## config.mk

```make
export PLATFORM = sky130hd
export DESIGN_NAME = piecewise_linear_current_calibration_top
export DESIGN_NICKNAME = d
export VERILOG_FILES = /design/src/plc_pkg.sv /design/src/piecewise_linear_current_calibration_top.sv /design/src/plc_front.sv /design/src/plc_queue.sv /design/src/plc_back.sv
export SDC_FILE = /design/constraint.sdc
export NUM_CORES = 2
export LEC_CHECK = 0
export BUFFER_PORTS_ARGS = -buffer_cell sky130_fd_sc_hd__buf_2
export CELL_PAD_IN_SITES_DETAIL_PLACEMENT = 1
export CELL_PAD_IN_SITES_GLOBAL_PLACEMENT = 2
export CORE_UTILIZATION = 50
export CTS_BUF_LIST = sky130_fd_sc_hd__clkbuf_4
export CTS_CLUSTER_DIAMETER = 40
export DETAILED_ROUTE_END_ITERATION = 8
export PLACE_DENSITY = 0.86
export SLEW_MARGIN = 20
export SYNTH_ARGS = -nofsm -noshare
export SYNTH_HDL_FRONTEND = slang
export SYNTH_HIERARCHICAL = 1
export SYNTH_SLANG_ARGS = --single-unit
```

## constraint.sdc

```tcl
create_clock -name clk -period 81.8 [get_ports clk]
set_input_delay 16.36 -clock clk [delete_from_list [all_inputs] [get_ports clk]]
set_output_delay 16.36 -clock clk [all_outputs]
set_load 0.01 [all_outputs]
```

## src/plc_pkg.sv

```systemverilog
// Package for the piecewise-linear current calibration block.
// Holds sizes, fixed calibration points, the queue item type and the segment base function.
// No dependencies.
package plc_pkg;

	localparam int NUM_POINTS  = 8;                      // calibration points scanned (2..8)
	localparam int REG_COUNT   = 8;                      // configuration registers
	localparam int REG_W       = 19;                     // measured value width
	localparam int CUR_W       = 20;                     // current field width, signed
	localparam int IDX_W       = $clog2(NUM_POINTS);     // segment index width
	localparam int REG_IDX_W   = $clog2(REG_COUNT);      // register index width
	localparam int THRESHOLD   = 150000;                 // 1500 A
	localparam int POINT_BASE  = 160000;                 // true current at point 0
	localparam int POINT_STEP  = 20000;                  // true step between points
	localparam int Q_W         = $clog2(POINT_STEP);     // quotient bits, quotient < POINT_STEP
	localparam int NUM_W       = REG_W + Q_W;            // numerator width
	localparam int QUEUE_DEPTH = 2;
	localparam int QPTR_W      = $clog2(QUEUE_DEPTH);
	localparam int QCNT_W      = $clog2(QUEUE_DEPTH + 1);

	typedef logic [REG_COUNT-1:0][REG_W-1:0] meas_bank_t;

	// One classified item travelling from the front to the back.
	typedef struct packed {
		logic                    corr;    // interpolate, else pass through
		logic signed [CUR_W-1:0] sample;
		logic [REG_W-1:0]        diff;    // sample minus lower measured point
		logic [REG_W-1:0]        den;     // span between the two measured points
		logic [IDX_W-1:0]        seg;     // index of the lower point
	} plc_entry_t;

	// True current at the lower point of a segment.
	function automatic logic [CUR_W-1:0] seg_base(input logic [IDX_W-1:0] seg);
		logic [CUR_W-1:0] base;
		base = CUR_W'(POINT_BASE) + CUR_W'(POINT_STEP) * CUR_W'(seg);
		return base;
	endfunction

endpackage

```

## src/piecewise_linear_current_calibration_top.sv

```systemverilog
// Piecewise-linear current calibration, top level.
// Path from input item accepted to result valid: front stage, queue, multiply,
// 15 divider stages each yielding one quotient bit, output.
// Throughput: one item per cycle while the output is not stalled; the divider is fully pipelined.
// Reset (arst_n, async, active low) clears pipeline valids, queue and all eight
// calibration registers to zero, i.e. an empty table: every sample passes through.
module piecewise_linear_current_calibration_top (
	input  logic                                 clk,
	input  logic                                 arst_n,
	// configuration write port
	input  logic                                 cfg_wr_en,
	input  logic [plc_pkg::REG_IDX_W-1:0]        cfg_index,
	input  logic [plc_pkg::REG_W-1:0]            cfg_data,
	// input channel
	input  logic                                 in_valid,
	output logic                                 in_stall,
	input  logic signed [plc_pkg::CUR_W-1:0]     sample_current,
	// output channel
	output logic                                 out_valid,
	input  logic                                 out_stall,
	output logic signed [plc_pkg::CUR_W-1:0]     corrected_current,
	output logic                                 was_corrected
);
	import plc_pkg::*;

	// Calibration table: measured reading at each fixed true point.
	meas_bank_t meas_q;

	// Front to queue
	logic       q_full;
	logic       q_push;
	plc_entry_t front_entry;

	// Queue to back
	logic       q_empty;
	logic       q_pop;
	plc_entry_t back_entry;

	always_ff @(posedge clk or negedge arst_n) begin
		if (!arst_n) begin
			meas_q <= '0;
		end else if (cfg_wr_en) begin
			meas_q[cfg_index] <= cfg_data;
		end
	end

	// Front: registers the sample together with the one-hot segment it falls in,
	// then forms numerator difference and span for the divider.
	plc_front u_front (
		.clk            (clk),
		.arst_n         (arst_n),
		.meas           (meas_q),
		.in_valid       (in_valid),
		.in_stall       (in_stall),
		.sample_current (sample_current),
		.q_full         (q_full),
		.q_push         (q_push),
		.q_entry        (front_entry)
	);

	// Two-item queue decouples the front from output back-pressure.
	plc_queue u_queue (
		.clk      (clk),
		.arst_n   (arst_n),
		.push     (q_push),
		.wr_entry (front_entry),
		.full     (q_full),
		.pop      (q_pop),
		.empty    (q_empty),
		.rd_entry (back_entry)
	);

	// Back: (diff * step) / span, added to the lower point's true current.
	// Pass-through items ride the same pipeline so order is kept.
	plc_back u_back (
		.clk               (clk),
		.arst_n            (arst_n),
		.q_empty           (q_empty),
		.q_entry           (back_entry),
		.q_pop             (q_pop),
		.out_valid         (out_valid),
		.out_stall         (out_stall),
		.corrected_current (corrected_current),
		.was_corrected     (was_corrected)
	);

endmodule

```

## src/plc_front.sv

```systemverilog
// Front of the calibration block: accepts samples and locates their segment.
// Depends on plc_pkg.
module plc_front (
	input  logic                           clk,
	input  logic                           arst_n,
	input  plc_pkg::meas_bank_t            meas,
	input  logic                           in_valid,
	output logic                           in_stall,
	input  logic signed [plc_pkg::CUR_W-1:0] sample_current,
	input  logic                           q_full,
	output logic                           q_push,
	output plc_pkg::plc_entry_t            q_entry
);
	import plc_pkg::*;

	logic                    v_s1;
	logic signed [CUR_W-1:0] sample_s1;
	logic [NUM_POINTS-1:0]   sel_s1;
	logic                    corr_s1;

	logic [NUM_POINTS-1:0]   stop;
	logic [NUM_POINTS-1:0]   first;
	logic [NUM_POINTS-1:0]   sel_c;
	logic                    corr_c;
	logic                    accept;

	// Stop at the first zero register or first measured value above the sample.
	always_comb begin
		logic seen;
		seen = 1'b0;
		for (int k = 0; k < NUM_POINTS; k++) begin
			stop[k]  = (meas[k] == '0) ||
				(sample_current < $signed({1'b0, meas[k]}));
			first[k] = stop[k] && !seen;
			seen     = seen || stop[k];
		end
		sel_c    = '0;
		for (int k = 1; k < NUM_POINTS; k++)
			sel_c[k] = first[k] && (meas[k] != '0);
		corr_c = (sample_current > $signed(CUR_W'(THRESHOLD))) && (|sel_c);
	end

	assign in_stall = v_s1 && q_full;
	assign accept   = in_valid && !in_stall;
	assign q_push   = v_s1 && !q_full;

	always_ff @(posedge clk or negedge arst_n) begin
		if (!arst_n) begin
			v_s1 <= 1'b0;
		end else if (!in_stall) begin
			v_s1 <= in_valid;
		end
	end

	always_ff @(posedge clk) begin
		if (accept) begin
			sample_s1 <= sample_current;
			sel_s1    <= sel_c;
			corr_s1   <= corr_c;
		end
	end

	// Per-segment difference and span, then one-hot select.
	always_comb begin
		logic signed [CUR_W:0] d;
		q_entry        = '0;
		q_entry.corr   = corr_s1;
		q_entry.sample = sample_s1;
		for (int k = 1; k < NUM_POINTS; k++) begin
			d = {sample_s1[CUR_W-1], sample_s1} - $signed({2'b00, meas[k-1]});
			if (sel_s1[k]) begin
				q_entry.diff = q_entry.diff | d[REG_W-1:0];
				q_entry.den  = q_entry.den | (meas[k] - meas[k-1]);
				q_entry.seg  = q_entry.seg | IDX_W'(k - 1);
			end
		end
	end

endmodule

```

## src/plc_queue.sv

```systemverilog
// Short flip-flop queue between the front and the back.
// Depends on plc_pkg.
module plc_queue (
	input  logic                clk,
	input  logic                arst_n,
	input  logic                push,
	input  plc_pkg::plc_entry_t wr_entry,
	output logic                full,
	input  logic                pop,
	output logic                empty,
	output plc_pkg::plc_entry_t rd_entry
);
	import plc_pkg::*;

	plc_entry_t          mem_q [QUEUE_DEPTH];
	logic [QPTR_W-1:0]   wr_ptr_q;
	logic [QPTR_W-1:0]   rd_ptr_q;
	logic [QCNT_W-1:0]   count_q;
	logic                do_push;
	logic                do_pop;

	assign full     = (count_q == QCNT_W'(QUEUE_DEPTH));
	assign empty    = (count_q == '0);
	assign do_push  = push && !full;
	assign do_pop   = pop && !empty;
	assign rd_entry = mem_q[rd_ptr_q];

	always_ff @(posedge clk or negedge arst_n) begin
		if (!arst_n) begin
			wr_ptr_q <= '0;
			rd_ptr_q <= '0;
			count_q  <= '0;
		end else begin
			if (do_push)
				wr_ptr_q <= (wr_ptr_q == QPTR_W'(QUEUE_DEPTH - 1)) ? '0 : wr_ptr_q + 1'b1;
			if (do_pop)
				rd_ptr_q <= (rd_ptr_q == QPTR_W'(QUEUE_DEPTH - 1)) ? '0 : rd_ptr_q + 1'b1;
			if (do_push && !do_pop)
				count_q <= count_q + 1'b1;
			else if (do_pop && !do_push)
				count_q <= count_q - 1'b1;
		end
	end

	always_ff @(posedge clk) begin
		if (do_push)
			mem_q[wr_ptr_q] <= wr_entry;
	end

endmodule

```

## src/plc_back.sv

```systemverilog
// Back of the calibration block: multiply, pipelined restoring divide, output register.
// Depends on plc_pkg.
module plc_back (
	input  logic                             clk,
	input  logic                             arst_n,
	input  logic                             q_empty,
	input  plc_pkg::plc_entry_t              q_entry,
	output logic                             q_pop,
	output logic                             out_valid,
	input  logic                             out_stall,
	output logic signed [plc_pkg::CUR_W-1:0] corrected_current,
	output logic                             was_corrected
);
	import plc_pkg::*;

	localparam int LAST = Q_W - 1;

	logic adv;

	// Multiply stage
	logic                    v_s1;
	logic                    corr_s1;
	logic signed [CUR_W-1:0] sample_s1;
	logic [IDX_W-1:0]        seg_s1;
	logic [REG_W-1:0]        den_s1;
	logic [NUM_W-1:0]        num_s1;

	// Divider stages, one quotient bit each
	logic                    v_s2      [Q_W];
	logic                    corr_s2   [Q_W];
	logic signed [CUR_W-1:0] sample_s2 [Q_W];
	logic [IDX_W-1:0]        seg_s2    [Q_W];
	logic [REG_W-1:0]        den_s2    [Q_W];
	logic [REG_W-1:0]        rem_s2    [Q_W];
	logic [Q_W-1:0]          low_s2    [Q_W];
	logic [Q_W-1:0]          quo_s2    [Q_W];

	logic                    out_valid_q;
	logic signed [CUR_W-1:0] corrected_q;
	logic                    was_corrected_q;

	// Whole back pipeline moves when the output register is free or being taken.
	assign adv   = !out_valid_q || !out_stall;
	assign q_pop = adv && !q_empty;

	always_ff @(posedge clk or negedge arst_n) begin
		if (!arst_n) begin
			v_s1 <= 1'b0;
		end else if (adv) begin
			v_s1 <= !q_empty;
		end
	end

	always_ff @(posedge clk) begin
		if (adv) begin
			corr_s1   <= q_entry.corr;
			sample_s1 <= q_entry.sample;
			seg_s1    <= q_entry.seg;
			den_s1    <= q_entry.den;
			num_s1    <= NUM_W'(q_entry.diff) * NUM_W'(POINT_STEP);
		end
	end

	for (genvar j = 0; j < Q_W; j++) begin : g_div
		logic                    v_in;
		logic                    corr_in;
		logic signed [CUR_W-1:0] sample_in;
		logic [IDX_W-1:0]        seg_in;
		logic [REG_W-1:0]        den_in;
		logic [REG_W-1:0]        rem_in;
		logic [Q_W-1:0]          low_in;
		logic [Q_W-1:0]          quo_in;
		logic [REG_W:0]          trial;
		logic [REG_W:0]          sub;
		logic                    ge;

		if (j == 0) begin : g_first
			// Numerator is below den * 2^Q_W, so the top part starts below den.
			assign v_in      = v_s1;
			assign corr_in   = corr_s1;
			assign sample_in = sample_s1;
			assign seg_in    = seg_s1;
			assign den_in    = den_s1;
			assign rem_in    = num_s1[NUM_W-1:Q_W];
			assign low_in    = num_s1[Q_W-1:0];
			assign quo_in    = '0;
		end else begin : g_next
			assign v_in      = v_s2[j-1];
			assign corr_in   = corr_s2[j-1];
			assign sample_in = sample_s2[j-1];
			assign seg_in    = seg_s2[j-1];
			assign den_in    = den_s2[j-1];
			assign rem_in    = rem_s2[j-1];
			assign low_in    = low_s2[j-1];
			assign quo_in    = quo_s2[j-1];
		end

		assign trial = {rem_in, low_in[Q_W-1]};
		assign ge    = (trial >= {1'b0, den_in});
		assign sub   = trial - {1'b0, den_in};

		always_ff @(posedge clk or negedge arst_n) begin
			if (!arst_n) begin
				v_s2[j] <= 1'b0;
			end else if (adv) begin
				v_s2[j] <= v_in;
			end
		end

		always_ff @(posedge clk) begin
			if (adv) begin
				corr_s2[j]   <= corr_in;
				sample_s2[j] <= sample_in;
				seg_s2[j]    <= seg_in;
				den_s2[j]    <= den_in;
				rem_s2[j]    <= ge ? sub[REG_W-1:0] : trial[REG_W-1:0];
				low_s2[j]    <= {low_in[Q_W-2:0], 1'b0};
				quo_s2[j]    <= {quo_in[Q_W-2:0], ge};
			end
		end
	end

	always_ff @(posedge clk or negedge arst_n) begin
		if (!arst_n) begin
			out_valid_q <= 1'b0;
		end else if (adv) begin
			out_valid_q <= v_s2[LAST];
		end
	end

	// Interpolated value tops out well inside the field limit, so no clamp is built.
	always_ff @(posedge clk) begin
		if (adv) begin
			was_corrected_q <= corr_s2[LAST];
			if (corr_s2[LAST])
				corrected_q <= $signed(seg_base(seg_s2[LAST]) + CUR_W'(quo_s2[LAST]));
			else
				corrected_q <= sample_s2[LAST];
		end
	end

	assign out_valid         = out_valid_q;
	assign corrected_current = corrected_q;
	assign was_corrected     = was_corrected_q;

endmodule

```

# --- After elaboration in Yosys (flattened, before gate mapping) ---
# Memories as Yosys holds them, arrays and structs flattened.
# Cells that the tools add are included.
word_totals:
  out_inout_bits: 23
  mem_count: 8
  ram_bits: 1489
  input_bits: 47
  ff_bits: 295
  elab_cells: 228
op_classes:
  muxes: 34
  n_reduce_logical: 71
  order_cmp: 26
  eq_ne: 1
  addsub: 35
  mul: 2
  bitwise_logic: 12
memory_table:
  columns: ["name", "depth", "width", "rd", "rd_clocked_by_memory_dff", "wr", "line_no", "text"]
  rows:
  - ["u_back.sample_s2", 15, 20, 15, 0, 15, "plc_back.sv:31", "logic signed [CUR_W-1:0] sample_s2 [Q_W];"]
  - ["u_back.den_s2", 15, 19, 14, 0, 15, "plc_back.sv:33", "logic [REG_W-1:0] den_s2 [Q_W];"]
  - ["u_back.rem_s2", 15, 19, 14, 0, 15, "plc_back.sv:34", "logic [REG_W-1:0] rem_s2 [Q_W];"]
  - ["u_back.quo_s2", 15, 15, 15, 0, 15, "plc_back.sv:36", "logic [Q_W-1:0] quo_s2 [Q_W];"]
  - ["u_back.low_s2", 15, 14, 14, 0, 15, "plc_back.sv:35", "logic [Q_W-1:0] low_s2 [Q_W];"]
  - ["u_queue.mem_q", 2, 62, 1, 0, 1, "plc_queue.sv:15", "plc_entry_t mem_q [QUEUE_DEPTH];"]
  - ["2 more memories", null, null, null, null, null, null, null]
ops:
  columns: ["cell", "n"]
  rows:
  - ["$sub A19 B19 Y19", 29]
  - ["$mux W19", 16]
  - ["$ge A20 B19 Y1", 15]
  - ["$mux W41", 7]
  - ["$or A19 B19 Y19", 12]
  - ["$lt A20 B20 Y1", 8]
  - ["$bwmux W152", 1]
  - ["$logic_not A19 Y1", 8]
  - ["$reduce_bool A19 Y1", 7]
  - ["$demux W19 S3", 1]
  - ["$mul A19 B10 Y29 const B", 1]
  - ["$logic_and A1 B1 Y1", 24]
  - ["$add A20 B15 Y20", 1]
  - ["$gt A20 B19 Y1 const B", 1]
  - ["$mux W20", 1]
  - ["$add A18 B18 Y19 const A", 1]
  - ["$logic_or A1 B1 Y1", 15]
  - ["$logic_not A1 Y1", 14]
  - ["$mul A10 B3 Y13 const A", 1]
  - ["$reduce_or A7 Y1", 1]
  - ["$mux W1", 6]
  - ["$lt A3 B4 Y1 const B", 1]
  - ["$mux W2", 2]
  - ["$ge A3 B1 Y1 const B", 1]
  - ["6 further kinds", 7]

# --- Logic depth before layout (Yosys ltp) ---
logic_depth:
  word_depth: 14
  ltp_mapped: 24
  ltp_nobuf: 22

# --- Hierarchy ---
# Netlist, hierarchy kept.
by_module_without_submodules:
  columns: ["mod", "cells_each", "instances", "area_per_inst_um2", "seq_area_each_um2"]
  rows:
  - ["plc_back", 4214, 1, 55744.7, 34958.5]
  - ["plc_front", 2324, 1, 17618.1, 865.8]
  - ["piecewise_linear_current_calibration_top", 327, 1, 5894.4, 3803.6]
  - ["plc_queue", 212, 1, 4971.0, 3823.7]

# --- Least setup slack after synthesis ---
# No wires, ideal clock.
synth_timing:
  kind: "input to register"
  from: "in out_stall"
  to: "reg u_back.v_s2, in the netlist u_back/g_div[12].v_in"
  setup_slack_ns: 29.929
  required_ns: 81.605
  setup_time_ns: 0.195
  cell_stages: 3
  arrival_ns: 51.676
  n_path_buf: 1
  cell_sequence: "nand2_1 clkbuf_1 mux2_2"
synth_via:
  elab_chain_len: 2
synth_lines:
  columns: ["element", "line_no", "text"]
  rows:
  - ["start, declared", "piecewise_linear_current_calibration_top.sv:20", "input logic out_stall,"]
  - ["$logic_not A1 Y1", "plc_back.sv:43", "assign adv = !out_valid_q || !out_stall;"]
  - ["$logic_or A1 B1 Y1", "plc_back.sv:43", null]
  - ["end signal, assigned by index", "plc_back.sv:106", "v_s2[j] <= v_in;"]
  - ["end, declared", "plc_back.sv:29", "logic v_s2 [Q_W];"]
# No other way between the ends.
# A chain may end at the register's enable or synchronous reset.

# --- Worst setup path in the final report ---
layout_timing:
  from: "reg u_queue.count_q[0]"
  to: "out in_stall"
layout_via:
  elab_chain_len: 2
layout_lines:
  columns: ["element", "line_no", "text"]
  rows:
  - ["start, declared", "plc_queue.sv:18", "logic [QCNT_W-1:0] count_q;"]
  - ["start signal, assigned", "plc_queue.sv:39", "count_q <= count_q + 1'b1;"]
  - ["start signal, assigned", "plc_queue.sv:41", "count_q <= count_q - 1'b1;"]
  - ["$eq A2 B2 Y1", "plc_queue.sv:22", "assign full = (count_q == QCNT_W'(QUEUE_DEPTH));"]
  - ["net q_full", "piecewise_linear_current_calibration_top.sv:30", "logic q_full;"]
  - ["$logic_and A1 B1 Y1", "plc_front.sv:43", "assign in_stall = v_s1 && q_full;"]
  - ["end, declared", "piecewise_linear_current_calibration_top.sv:16", "output logic in_stall,"]
# The timed path passes the listed nets, and every way through them passes these cells.

==> reports/summary.txt <==
Setup ws final: 62.94 ns
Final min period: 18.86 ns
Die height: 412.4 um
Vias in the first global route: 63048
Number of placed I/O pins: 70
CP startpoint kind: flip-flop
Multi-input gate area: 37530 sq um
CP Max Fanout: 5
GRT Util Overall: 29.87%
Max-Cap Viols: 0
TNS Setup: 0 ns
Post-synthesis sequential element count: 1476
Clk_skew: 0.1507 ns
NumNets Final: 8397
Pin count of the biggest net entering global routing: 201
Register area share after synthesis: 51.59%
Synthesized cell area: 84230 sq um
Post-Synthesis Cells: 7077
Setup violators final: 0
WL per Instance: 25.49 um
Asr flop ratio synth: 11.79%
CP Capture Type: primary output
Die area: 170100 sq um
Most Used Layer, Global Route: met2
Slew Viols, Final: 0
Die X-Extent: 412.4 um
Grt met2 use: 49.39%
CP arrival: 2.50 ns
H-tree depth: 5
Syn avg cell area: 11.90 sq um
Fin crit share: 23.05%
Starting Density: 50.37%
Crit path kind: reg2out
CTS max path bufs: 4
Initial DRC Count: 4686
Fraction of layout cells with a size suffix above 1: 14.74%
DP HPWL: 194500 um
Port buffer count: 69
Status: complete, no violations
Final core occ: 55.12%
RSZ-0062 raised after global routing: no
Core Area: 167200 sq um
Clock transition at path regs: 0.06 ns
Worst slew margin: 20.22%
Global route overflow: 0
GRT met1 Usage: 37.74%
Number of fill cells in the layout: 17588
Num CTS Buffers: 410
Endpoints failing hold: 0
CTS resizes: 0
CTS tree: built
First-pass GRT wire length: 378400 um
Remaining antenna violation count after routing: 0
Worst EP required: 65.44 ns
Vias per cell: 5.971
Slew of the pin with the lowest slew margin: 1.195 ns
Sequential Area: 43460 sq um
P&R area growth vs syn: 9.439%
Postcts setup bufs: 0
GP Congestion: 1.007
First-pass DRT Iterations: 6
CTS root buf: clkbuf_4
Yosys warns: 6
Clock Sinks: 1476
Met3 GRT Util: 7.034%
Initial antenna violation count: 14
Via Count: 59684
Unique masters post-synth: 97
Worst skew pair latency: 1.45 ns
Syn nets: 7984
Worst Hold Class: reg2reg
Post-synth EDFFs: 1302
Row Count: 150
Main synth FF type: edfxtp_1
Max frequency: 0.05304 GHz
Total Wirelength: 254800 um
Worst Setup Slack post-DPL: 61.60 ns
DRC: 0
Hold buffers post-CTS: 0
metrics by stage:
stage / instance area [sq um] / instances / hold slack, ns
floorplan: 84230 / 7077 / 0.4003
global placement: 87150 / 9281 / 0.4002
detailed placement: 87150 / 9281 / 0.4051
CTS: 92130 / 9987 / 0.3601
global route: 92180 / 9995 / 0.3408
finish: 92180 / 9996 / 0.3765
cells in the final DEF (no fill, tap or decap), drive strengths merged, types with 23 or more instances in the layout:
cell type  Yosys  final
edfxtp      1302   1302
ha           784    784
inv          695    699
clkbuf        85    580
a21oi        439    439
o21ai        370    370
nand2        366    366
nor2         363    363
mux2         314    314
xnor2        267    267
a21o         202    202
dfrtp        174    174
xor2         154    154
buf           40    126
nor3         121    121
clkinv         2    119
o21a         105    105
nand3        101    101
nand2b        97     97
nor2b         85     85
nand4         78     78
fa            76     76
nor4          60     60
a211oi        55     55
and3          50     50
or3           47     47
a31oi         47     47
o31ai         46     46
o211ai        42     42
or2           38     38
o31a          27     27
o21bai        26     26
and2          26     26
a22oi         26     26
o22ai         23     23
worst paths after layout:
check	slack, ns	end	from	cells after the start
worst max-delay path	62.94	in_stall	u_queue/count_q[0]$_DFFE_PN0P_	4
worst min-delay path	0.38	u_back/sample_s2[0][73]$_DFFE_PN_	u_back/sample_s2[0][53]$_DFFE_PN_	0
worst max register to register	75.27	u_back/num_s1[33]$_DFFE_PN_	u_queue/rd_ptr_q$_DFFE_PN0P_	20
worst min register to register	0.38	u_back/sample_s2[0][73]$_DFFE_PN_	u_back/sample_s2[0][53]$_DFFE_PN_	0
max in group asynchronous	65.37	meas_q[53]$_DFFE_PN0P_	arst_n	2
min in group asynchronous	14.98	meas_q[4]$_DFFE_PN0P_	arst_n	1
critical path, stage by stage (launching register included):
cell,delay (ns)
dfrtp_1,0.43
nand2b_1,0.19
inv_1,0.08
and2_1,0.20
buf_2,0.16
layer usage:
| layer | wire length (um) | up-vias |
|---|---|---|
| li1 | - | 27342 |
| met1 | 105300 | 29917 |
| met2 | 120400 | 1938 |
| met3 | 19380 | 479 |
| met4 | 9533 | 8 |
| met5 | 136 | - |
Yosys cell counts, types with 27 or more instances:
cell      number  share of area (%)
nand2_1      366                1.6
a31oi_1       47               0.35
edfxtp_1    1302                 46
o31a_1        27               0.28
o211ai_1      42               0.37
inv_1        695                3.1
dfrtp_1      174                5.2
nand4_1       77               0.57
nand3_1      101               0.60
nor2b_1       85               0.63
mux2_2       225                3.0
or3_1         47               0.35
a21o_1       202                1.8
a211oi_1      54               0.48
xor2_1       154                1.6
nand2b_1      97               0.72
and3_1        50               0.37
nor2_1       363                1.6
fa_1          76                1.8
o31ai_1       43               0.38
clkbuf_1      85               0.38
o21ai_0      355                2.1
or2_2         38               0.28
nor3_1       119               0.71
mux2_4        89                1.6
nor4_1        60               0.45
xnor2_1      267                2.8
a21oi_1      438                2.6
o21a_1       105               0.94
ha_1         784                 12
logic make-up (layout without fill, tap and decap cells):
kind of cell,after synthesis,in the layout,share of synthesized area [%]
other cells,0,8,0
fa+ha+maj,860,860,13.45
buf+inv,822,1529,3.944
mux,326,326,4.737
simple gates,1504,1504,8.894
compound gates,1668,1668,13.01
flops,1476,1476,51.59
xor+xnor,421,421,4.378
registers in the layout, summed over array words and instances (netlist names), 2 cells and up:
register and cells:
u_back/g_div.v_in 15, u_back/rem_s2 266, u_front/sample_s1 20, u_back/sample_s2 300, u_back/den_s2 266, u_back/den_s1 19
u_back/quo_s2 120, u_back/seg_s2 45, u_back/corr_s2 15, u_back/num_s1 29, u_back/low_s2 45, meas_q 152
u_queue/count_q 2, u_back/g_div.seg_in 3, u_queue/mem_q 124, u_front/sel_s1 7, u_back/g_div.sample_in 20, u_back/corrected_current 20
cell type report:
class / count / share of cell area [%]
clock inverter: 126 / 0.6705
multi-input combinational: 4779 / 40.71
tap: 2204 / 2.992
inverter: 697 / 2.838
antenna: 8 / 0.02172
timing repair buffer: 126 / 0.8986
sequential: 1476 / 47.14
clock buffer: 580 / 4.724
Power is left out: the tool's default activity adds up to more than one toggle a clock period on the data nets, which glitch-free logic cannot reach.
